**src/design/bacl_pkg.sv**
```systemverilog
// ----------------------------------------------------------------------------
// bacl_pkg
// Shared types and constants for the binary arithmetic coder length meter.
// ----------------------------------------------------------------------------
package bacl_pkg;

  // Interval boundaries
  localparam logic [31:0] HalfPoint    = 32'h8000_0000;
  localparam logic [31:0] QuarterOne   = 32'h4000_0000;
  localparam logic [31:0] QuarterThree = 32'hc000_0000;
  localparam logic [31:0] IntervalTop  = 32'hffff_ffff;

  // Counter limits
  localparam logic [47:0] EmitMax = 48'hffff_ffff_ffff;
  localparam logic [31:0] PendMax = 32'hffff_ffff;

  // Renormalisation steps allowed per item
  localparam logic [6:0] RenormLimit = 7'd64;

  // Item kinds
  localparam logic KindEncode = 1'b0;
  localparam logic KindFinish = 1'b1;

  // Controller states
  typedef enum logic [2:0] {
    ST_IDLE,
    ST_MULT,
    ST_CUT,
    ST_RENORM,
    ST_FINISH,
    ST_DONE
  } ctrl_state_e;

  // Controller to datapath commands
  typedef struct packed {
    logic load_item;  // capture the accepted input beat
    logic do_mult;    // register span times complement probability
    logic do_cut;     // apply the clamped cut to the interval
    logic do_step;    // one renormalisation step
    logic do_finish;  // close the code: pending plus final emit
    logic load_out;   // fill the output register
  } cmd_t;

  // Datapath to controller status
  typedef struct packed {
    logic renorm_stop;  // no further renormalisation step applies
  } status_t;

endpackage

```
**src/design/bacl_in_if.sv**
```systemverilog
// ----------------------------------------------------------------------------
// bacl_in_if
// Input channel: one beat is an encode or finish item.
// ----------------------------------------------------------------------------
interface bacl_in_if #(
  parameter int PROB_BITS = 12
);
  logic                 valid;
  logic                 ready;
  logic                 kind;
  logic                 bit_value;
  logic [PROB_BITS-1:0] prob_one;

  modport source (output valid, output kind, output bit_value, output prob_one, input ready);
  modport sink   (input valid, input kind, input bit_value, input prob_one, output ready);
endinterface

```
**src/design/bacl_out_if.sv**
```systemverilog
// ----------------------------------------------------------------------------
// bacl_out_if
// Output channel: one beat carries the counts after one item.
// ----------------------------------------------------------------------------
interface bacl_out_if;
  logic        valid;
  logic        ready;
  logic [47:0] bits_emitted;
  logic [31:0] bits_pending;
  logic [45:0] total_bytes;
  logic        finished;

  modport source (output valid, output bits_emitted, output bits_pending,
                  output total_bytes, output finished, input ready);
  modport sink   (input valid, input bits_emitted, input bits_pending,
                  input total_bytes, input finished, output ready);
endinterface

```
**src/design/bacl_ctrl.sv**
```systemverilog
// ----------------------------------------------------------------------------
// bacl_ctrl
// Sequencer: walks encode items through multiply, cut, renormalisation and
// hand-off, finish items through final emit and hand-off; owns both handshakes.
// ----------------------------------------------------------------------------
module bacl_ctrl (
  input  logic              clk_i,
  input  logic              rst_ni,
  input  logic              in_valid_i,
  input  logic              in_kind_i,
  output logic              in_ready_o,
  output logic              out_valid_o,
  input  logic              out_ready_i,
  input  bacl_pkg::status_t status_i,
  output bacl_pkg::cmd_t    cmd_o
);

  bacl_pkg::ctrl_state_e state_q, state_d;
  logic                  out_valid_q, out_valid_d;
  logic                  out_free;

  // State and output-valid registers
  always_ff @(posedge clk_i or negedge rst_ni) begin
    if (!rst_ni) begin
      state_q     <= bacl_pkg::ST_IDLE;
      out_valid_q <= 1'b0;
    end else begin
      state_q     <= state_d;
      out_valid_q <= out_valid_d;
    end
  end

  // Output register may be refilled when empty or drained this cycle
  assign out_free = !out_valid_q || out_ready_i;

  // Next state and commands
  always_comb begin
    state_d     = state_q;
    cmd_o       = '0;
    in_ready_o  = 1'b0;
    out_valid_d = out_valid_q && !out_ready_i;
    case (state_q)
      bacl_pkg::ST_IDLE: begin
        in_ready_o = 1'b1;
        if (in_valid_i) begin
          cmd_o.load_item = 1'b1;
          state_d = (in_kind_i == bacl_pkg::KindFinish) ? bacl_pkg::ST_FINISH
                                                        : bacl_pkg::ST_MULT;
        end
      end
      bacl_pkg::ST_MULT: begin
        cmd_o.do_mult = 1'b1;
        state_d       = bacl_pkg::ST_CUT;
      end
      bacl_pkg::ST_CUT: begin
        cmd_o.do_cut = 1'b1;
        state_d      = bacl_pkg::ST_RENORM;
      end
      bacl_pkg::ST_RENORM: begin
        if (status_i.renorm_stop) begin
          state_d = bacl_pkg::ST_DONE;
        end else begin
          cmd_o.do_step = 1'b1;
        end
      end
      bacl_pkg::ST_FINISH: begin
        cmd_o.do_finish = 1'b1;
        state_d         = bacl_pkg::ST_DONE;
      end
      bacl_pkg::ST_DONE: begin
        if (out_free) begin
          cmd_o.load_out = 1'b1;
          out_valid_d    = 1'b1;
          state_d        = bacl_pkg::ST_IDLE;
        end
      end
      default: begin
        state_d = bacl_pkg::ST_IDLE;
      end
    endcase
  end

  assign out_valid_o = out_valid_q;

endmodule

```
**src/design/bacl_datapath.sv**
```systemverilog
// ----------------------------------------------------------------------------
// bacl_datapath
// Interval, pending and emitted-bit registers, the cut multiplier, the
// one-step renormaliser and the output register.
// ----------------------------------------------------------------------------
module bacl_datapath #(
  parameter int PROB_BITS = 12
) (
  input  logic                 clk_i,
  input  logic                 rst_ni,
  input  bacl_pkg::cmd_t       cmd_i,
  output bacl_pkg::status_t    status_o,
  input  logic                 kind_i,
  input  logic                 bit_value_i,
  input  logic [PROB_BITS-1:0] prob_one_i,
  output logic [47:0]          bits_emitted_o,
  output logic [31:0]          bits_pending_o,
  output logic [45:0]          total_bytes_o,
  output logic                 finished_o
);

  localparam int ProdW = 33 + PROB_BITS;
  localparam logic [PROB_BITS:0] ProbTotal = (PROB_BITS+1)'(1) << PROB_BITS;

  // Emitted count plus one bit plus the pending run, saturating
  function automatic logic [47:0] emit_add(input logic [47:0] e, input logic [31:0] p);
    logic [48:0] sum;
    sum = {1'b0, e} + {17'b0, p} + 49'd1;
    return sum[48] ? bacl_pkg::EmitMax : sum[47:0];
  endfunction

  // Pending count plus one, saturating
  function automatic logic [31:0] pend_inc(input logic [31:0] p);
    return (p == bacl_pkg::PendMax) ? p : p + 32'd1;
  endfunction

  logic [31:0]          low_q, low_d;
  logic [31:0]          high_q, high_d;
  logic [31:0]          pend_q, pend_d;
  logic [47:0]          emit_q, emit_d;
  logic [6:0]           step_q, step_d;
  logic                 kind_q;
  logic                 bit_q;
  logic [PROB_BITS-1:0] comp_q;     // (1 << PROB_BITS) - clamped probability
  logic [ProdW-1:0]     prod_q;

  logic [PROB_BITS-1:0] prob_clamped;
  logic [PROB_BITS:0]   comp_wide;
  logic [32:0]          span;
  logic [31:0]          cut_raw, cut;
  logic                 step_low_half, step_high_half, step_mid;
  logic [31:0]          step_low, step_high;
  logic [48:0]          bytes_sum;

  // Complement of the clamped probability
  assign prob_clamped = (prob_one_i == '0) ? PROB_BITS'(1) : prob_one_i;
  assign comp_wide    = ProbTotal - {1'b0, prob_clamped};

  // Interval width
  assign span = {1'b0, high_q} - {1'b0, low_q} + 33'd1;

  // Cut point with the degenerate cases pulled back inside the interval
  always_comb begin
    cut_raw = low_q + prod_q[PROB_BITS+31:PROB_BITS];
    cut     = cut_raw;
    if (cut <= low_q) begin
      cut = low_q + 32'd1;
    end
    if (cut > high_q) begin
      cut = high_q;
    end
  end

  // Renormalisation step decode
  assign step_high_half = !high_q[31];
  assign step_low_half  = low_q[31];
  assign step_mid       = (low_q[31:30] == 2'b01) && (high_q[31:30] == 2'b10);

  always_comb begin
    step_low  = low_q;
    step_high = high_q;
    if (!step_high_half && step_low_half) begin
      step_low  = low_q - bacl_pkg::HalfPoint;
      step_high = high_q - bacl_pkg::HalfPoint;
    end else if (!step_high_half && step_mid) begin
      step_low  = low_q - bacl_pkg::QuarterOne;
      step_high = high_q - bacl_pkg::QuarterOne;
    end
  end

  assign status_o.renorm_stop = (step_q == bacl_pkg::RenormLimit) ||
                                !(step_high_half || step_low_half || step_mid);

  // Coder state update
  always_comb begin
    low_d  = low_q;
    high_d = high_q;
    pend_d = pend_q;
    emit_d = emit_q;
    step_d = step_q;
    if (cmd_i.do_cut) begin
      step_d = '0;
      if (bit_q) begin
        low_d = cut;
      end else begin
        high_d = cut - 32'd1;
      end
    end
    if (cmd_i.do_step) begin
      step_d = step_q + 7'd1;
      low_d  = {step_low[30:0], 1'b0};
      high_d = {step_high[30:0], 1'b1};
      if (step_high_half || step_low_half) begin
        emit_d = emit_add(emit_q, pend_q);
        pend_d = '0;
      end else begin
        pend_d = pend_inc(pend_q);
      end
    end
    if (cmd_i.do_finish) begin
      emit_d = emit_add(emit_q, pend_inc(pend_q));
      pend_d = '0;
    end
    // Finish result handed off: coder back to its reset state
    if (cmd_i.load_out && kind_q) begin
      low_d  = '0;
      high_d = bacl_pkg::IntervalTop;
      pend_d = '0;
      emit_d = '0;
    end
  end

  always_ff @(posedge clk_i or negedge rst_ni) begin
    if (!rst_ni) begin
      low_q  <= '0;
      high_q <= bacl_pkg::IntervalTop;
      pend_q <= '0;
      emit_q <= '0;
      step_q <= '0;
    end else begin
      low_q  <= low_d;
      high_q <= high_d;
      pend_q <= pend_d;
      emit_q <= emit_d;
      step_q <= step_d;
    end
  end

  // Item capture and product register
  always_ff @(posedge clk_i) begin
    if (cmd_i.load_item) begin
      kind_q <= kind_i;
      bit_q  <= bit_value_i;
      comp_q <= comp_wide[PROB_BITS-1:0];
    end
    if (cmd_i.do_mult) begin
      prod_q <= ProdW'(span) * ProdW'(comp_q);
    end
  end

  // Byte count, rounded up
  assign bytes_sum = {1'b0, emit_q} + 49'd7;

  // Output register
  always_ff @(posedge clk_i) begin
    if (cmd_i.load_out) begin
      bits_emitted_o <= emit_q;
      bits_pending_o <= pend_q;
      total_bytes_o  <= kind_q ? bytes_sum[48:3] : '0;
      finished_o     <= kind_q;
    end
  end

endmodule

```
**src/design/binary_arith_coder_length_meter.sv**
```systemverilog
// Sequence: an encode item passes through multiply, cut, renormalisation (one
//   interval shift per cycle) and hand-off; a finish, final emit and hand-off.
// Flow: one item at a time, with hand-off waiting for a free output register; the
//   next item is taken while the previous result waits in the output register.
// Reset: rst_ni asynchronous, active low; interval to full range, counts to 0.
// ----------------------------------------------------------------------------
// binary_arith_coder_length_meter
// Binary arithmetic coder that counts coded bits and reports the byte length.
// ----------------------------------------------------------------------------
module binary_arith_coder_length_meter #(
  parameter int PROB_BITS = 12
) (
  input  logic  clk_i,
  input  logic  rst_ni,
  bacl_in_if.sink    in_i,
  bacl_out_if.source out_o
);

  bacl_pkg::cmd_t    cmd;
  bacl_pkg::status_t status;

  // Sequencer
  bacl_ctrl u_ctrl (
    .clk_i       (clk_i),
    .rst_ni      (rst_ni),
    .in_valid_i  (in_i.valid),
    .in_kind_i   (in_i.kind),
    .in_ready_o  (in_i.ready),
    .out_valid_o (out_o.valid),
    .out_ready_i (out_o.ready),
    .status_i    (status),
    .cmd_o       (cmd)
  );

  // Coder datapath
  bacl_datapath #(
    .PROB_BITS (PROB_BITS)
  ) u_datapath (
    .clk_i          (clk_i),
    .rst_ni         (rst_ni),
    .cmd_i          (cmd),
    .status_o       (status),
    .kind_i         (in_i.kind),
    .bit_value_i    (in_i.bit_value),
    .prob_one_i     (in_i.prob_one),
    .bits_emitted_o (out_o.bits_emitted),
    .bits_pending_o (out_o.bits_pending),
    .total_bytes_o  (out_o.total_bytes),
    .finished_o     (out_o.finished)
  );

`ifndef NO_ASSERTIONS
  // Busy right after taking a beat
  a_busy_after_accept : assert property (@(posedge clk_i) disable iff (!rst_ni)
    (in_i.valid && in_i.ready) |=> !in_i.ready)
    else $error("input ready straight after an accepted beat");

  // Finish result has flushed pending bits and emitted at least one bit
  a_finish_flushed : assert property (@(posedge clk_i) disable iff (!rst_ni)
    (out_o.valid && out_o.finished) |-> (out_o.bits_pending == '0 &&
                                         out_o.bits_emitted != '0))
    else $error("finish beat with pending bits or nothing emitted");

  // Byte count only on finish beats
  a_bytes_on_finish : assert property (@(posedge clk_i) disable iff (!rst_ni)
    (out_o.valid && !out_o.finished) |-> (out_o.total_bytes == '0))
    else $error("byte count on an encode beat");
`endif

endmodule

```
**src/flat_wrapper.sv**
```systemverilog
// flat-port wrapper written by rule: the top's interface ports become plain ports
module binary_arith_coder_length_meter_flat 
#(
  parameter int PROB_BITS = 12
)
  (clk_i, rst_ni, in_i_valid, in_i_kind, in_i_bit_value, in_i_prob_one, in_i_ready, out_o_valid, out_o_bits_emitted, out_o_bits_pending, out_o_total_bytes, out_o_finished, out_o_ready);
  bacl_in_if #(.PROB_BITS(PROB_BITS)) in_i_i ();
  bacl_out_if out_o_i ();
  input  logic clk_i;
  input  logic rst_ni;
  input wire logic [$bits(in_i_i.valid)-1:0] in_i_valid;
  input wire logic [$bits(in_i_i.kind)-1:0] in_i_kind;
  input wire logic [$bits(in_i_i.bit_value)-1:0] in_i_bit_value;
  input wire logic [$bits(in_i_i.prob_one)-1:0] in_i_prob_one;
  output wire logic [$bits(in_i_i.ready)-1:0] in_i_ready;
  output wire logic [$bits(out_o_i.valid)-1:0] out_o_valid;
  output wire logic [$bits(out_o_i.bits_emitted)-1:0] out_o_bits_emitted;
  output wire logic [$bits(out_o_i.bits_pending)-1:0] out_o_bits_pending;
  output wire logic [$bits(out_o_i.total_bytes)-1:0] out_o_total_bytes;
  output wire logic [$bits(out_o_i.finished)-1:0] out_o_finished;
  input wire logic [$bits(out_o_i.ready)-1:0] out_o_ready;
  assign in_i_i.valid = in_i_valid;
  assign in_i_i.kind = in_i_kind;
  assign in_i_i.bit_value = in_i_bit_value;
  assign in_i_i.prob_one = in_i_prob_one;
  assign in_i_ready = in_i_i.ready;
  assign out_o_valid = out_o_i.valid;
  assign out_o_bits_emitted = out_o_i.bits_emitted;
  assign out_o_bits_pending = out_o_i.bits_pending;
  assign out_o_total_bytes = out_o_i.total_bytes;
  assign out_o_finished = out_o_i.finished;
  assign out_o_i.ready = out_o_ready;
  binary_arith_coder_length_meter #(.PROB_BITS(PROB_BITS)) u_core (.clk_i(clk_i), .rst_ni(rst_ni), .in_i(in_i_i), .out_o(out_o_i));
endmodule
```
**config.mk**
```make
export PLATFORM = sky130hd
export DESIGN_NAME = binary_arith_coder_length_meter_flat
export DESIGN_NICKNAME = d
export VERILOG_FILES = /design/src/design/bacl_pkg.sv /design/src/design/bacl_in_if.sv /design/src/design/bacl_out_if.sv /design/src/design/bacl_ctrl.sv /design/src/design/bacl_datapath.sv /design/src/design/binary_arith_coder_length_meter.sv /design/src/flat_wrapper.sv
export SDC_FILE = /design/constraint.sdc
export NUM_CORES = 2
export LEC_CHECK = 0
export ABC_AREA = 1
export ABC_CLOCK_PERIOD_IN_PS = 23200
export BUFFER_PORTS_ARGS = -buffer_cell sky130_fd_sc_hd__buf_2
export CAP_MARGIN = 20
export CORE_AREA = 2 2 257 284
export CTS_BUF_LIST = sky130_fd_sc_hd__clkbuf_4 sky130_fd_sc_hd__clkbuf_8
export CTS_CLUSTER_SIZE = 24
export DETAILED_ROUTE_END_ITERATION = 8
export DIE_AREA = 0 0 259 286
export HOLD_SLACK_MARGIN = 0.15
export PLACE_DENSITY = 0.72
export SYNTH_ARGS = -nofsm -noshare
export SYNTH_HDL_FRONTEND = slang
export SYNTH_SLANG_ARGS = --single-unit
```
**constraint.sdc**
```tcl
create_clock -name clk_i -period 23.2 [get_ports clk_i]
set_input_delay 2.32 -clock clk_i [delete_from_list [all_inputs] [get_ports clk_i]]
set_output_delay 2.32 -clock clk_i [all_outputs]
set_load 0.1 [all_outputs]
```
==> summary.md <==
| Metric | Value |
|---|---|
| Post-synth cell types | `66` |
| Initial core utilization | `0.544` |
| Root buffer cell | `clkbuf_8` |
| Post-synthesis cell area | `0.0387 mm^2` |
| Tcrit/Tclk final | `0.386` |
| Layout area overhead | `7.91%` |
| Synth Flop Type | `edfxtp_1` |
| Setup Viol. Count Final | `0` |
| GPL Wtd Cong | `0.989` |
| I/O Buffers | `146` |
| Ys Warns | `0` |
| Post-synthesis sequential area ratio | `0.235` |
| CP delay by family, top | `adder cells` |
| Slew Limit Fails | `0` |
| Fmax | `0.112 GHz` |
| Pin count of the biggest net entering global routing | `90` |
| # H-tree levels | `2` |
| Antenna violations before repair | `1` |
| Hold Path Class | `flop to flop` |
| CP Buf/Inv Count | `6` |
| Die Wd | `259 um` |
| Die height | `286 um` |
| DRT Pass-1 Iters | `9` |
| Tot GR Track Use | `0.360` |
| Fin nets | `5,957` |
| Worst-path fanout max | `9` |
| Vias/cell | `5.79` |
| Worst hold path depth | `0` |
| Post-route ant nets | `0` |
| Slew @ Worst Pin | `1.14 ns` |
| First-pass GRT wire length | `206,000 um` |
| Worst Path Required | `23.64 ns` |
| Clock buffer count from CTS | `57` |
| Post-CTS Hold Fix Bufs | `0` |
| DRC | `0` |
| Reg2reg end | `u_core.u_datapath.prod_q[43]` |
| Cell count after synthesis | `5,183` |
| Drt wl/cell | `21.0 um` |
| Clock-pin slew of the registers on the worst-case setup and hold paths | `0.07 ns` |
| Status | `finished, final reports clean` |
| Worst Reg-to-Reg Cells | `39` |
| Leading area contributor after synthesis | `fa_1` |
| Hold Crit Start | `u_core.u_datapath.emit_q[0]` |
| Number of DRC markers in iteration 0 | `3,640` |
| Worst-Skew Late Latency | `0.71 ns` |
| Critical path arrival | `9.40 ns` |
| Ports | `147` |
| Clock tree buffer depth | `3` |
| Vias in the first global route | `35,900` |
| CP Depth | `39` |
| Vias after detailed routing | `36,600` |
| Fin. Hold Viols | `0` |
| Max transition margin | `0.234` |
| Min Tclk post-route | `8.96 ns` |
| Die area | `0.0741 mm^2` |
| DP HPWL | `108,000 um` |
| Setup_tns | `0 ns` |
| RSZ-0062 raised after global routing | `no` |
| Post-synth EDFFs | `173` |
| Max Cap Viol | `0` |
| Top-area cell type share of the netlist area | `0.161` |
| FF-to-FF Start | `u_core.u_datapath.high_q[1]` |
| Post-CTS setup buffer count | `0` |
| Top cells by area, synth | `fa_1 (16%), edfxtp_1 (13%), nand2_1 (12%)` |
| Seq. cell area | `0.00911 mm^2` |
| Mean area per synthesized cell | `7.48 um^2` |
| Syn_nets | `5,818` |
| Multi-input logic area | `0.0257 mm^2` |
| CP Launch Type | `flop` |
| Row Count | `103` |
| Asr flop ratio synth | `0.473` |
| Most frequent cells in the layout | `nand2_1 (1,212), inv_1 (899), nor2_1 (422)` |
| # resized after CTS | `0` |
| Clock sinks | `328` |
| Fillers | `6,700` |
| Critical path capture point type | `flop` |
| Detailed Route WL | `132,000 um` |
| Layout cells sized above 1 | `0.0875` |
| Cell mode on critical path | `nand2_1` |
| Endpoint, Worst Hold | `u_core.u_datapath.bits_emitted_o[0]` |
| Slowest-stage cell, CP | `o21ai_0` |
| Reg2reg setup slack | `14.24 ns` |
| Grt total ovfl | `0` |
| Critical path type | `flop to flop` |
| Worst Skew | `0.0314 ns` |
| Core area | `0.0713 mm^2` |
| Commonest non-fill, non-tap cell in the layout | `nand2_1` |
| Post-synthesis register bit count | `328` |
| Worst setup path startpoint | `u_core.u_datapath.high_q[1]` |
| Crit path largest cell delay | `0.68 ns` |
| CTS tree | `yes` |
[cells in the mapped netlist, drive strengths merged (4+ instances only)]
cell	n
a211oi	5
a21boi	11
a21o	12
a21oi	311
a22oi	4
a31oi	28
and2	17
and3	5
buf	32
clkbuf	79
clkinv	11
dfrtp	123
dfstp	32
edfxtp	173
fa	312
ha	305
inv	921
nand2	1234
nand3	259
nand3b	11
nand4	62
nor2	450
nor3	107
nor3b	6
nor4	26
o211ai	17
o21a	21
o21ai	261
o21bai	6
o221ai	27
o22ai	47
o31ai	5
or2	56
xnor2	55
xor2	138
[worst max-delay path by stage]
stage                                         to
floorplan            u_core.u_datapath.emit_q[2]
global placement    u_core.u_datapath.prod_q[43]
detailed placement  u_core.u_datapath.prod_q[43]
CTS                 u_core.u_datapath.prod_q[43]
global route        u_core.u_datapath.prod_q[43]
finish              u_core.u_datapath.prod_q[43]
[worst register-to-register path, delay by kind of cell, from the launching register on]
family	cells	cell delay, ns
and+or+nand+nor	12	1.43
adders and majority gates	9	3.85
DFF	1	0.53
xor gates and xnor gates	2	0.25
buffers and inverters	6	0.48
AOI/OAI and AO/OA	10	2.15
[state kept, by name, indices dropped and copies added (netlist names), 32 cells and up]
register                          count
u_core.u_datapath.bits_emitted_o     48
u_core.u_datapath.emit_q             48
u_core.u_datapath.total_bytes_o      46
u_core.u_datapath.bits_pending_o     32
u_core.u_datapath.high_q             32
u_core.u_datapath.low_q              32
u_core.u_datapath.pend_q             32
u_core.u_datapath.prod_q             32
[layout make-up]
cell class / instances / area share
antenna: 1 / 0.0000598
clock buffer: 70 / 0.0212
clock inverter: 37 / 0.00862
inverter: 932 / 0.0837
multi-input combinational: 3812 / 0.614
sequential: 328 / 0.218
tap: 945 / 0.0283
timing repair buffer: 191 / 0.0257
[stage by stage]
| stage | util | setup slack, ns | instances | cell area [um^2] | hold WS (ns) |
|---|---|---|---|---|---|
| floorplan | - | 12.44 | 5183 | 38700 | 0.420 |
| CTS | 0.587 | 14.38 | 6313 | 41800 | 0.509 |
| global route | 0.587 | 13.73 | 6316 | 41800 | 0.514 |
| global placement | 0.569 | 14.57 | 6205 | 40500 | 0.459 |
| finish | 0.587 | 14.24 | 6316 | 41800 | 0.503 |
| detailed placement | 0.569 | 14.43 | 6206 | 40600 | 0.496 |
[cell families after synthesis]
kind of cell               share of synthesized area
buffers and inverters                          0.103
and+or+nand+nor                                0.248
AOI/OAI and AO/OA                              0.111
DFF                                            0.235
adders and majority gates                      0.260
xor gates and xnor gates                      0.0436
[metal layers]
metal | vias to the layer above | GRT usage | share of wire
met4 | 0 | 0.155 | 0.049
met2 | 1837 | 0.601 | 0.47
met1 | 17400 | 0.470 | 0.40
li1 | 17000 | - | -
met3 | 342 | 0.0441 | 0.082
met5 | - | 0 | 0
Power is not shown: default switching activity piles up to over one toggle a cycle in this logic, so the estimate is an artifact.
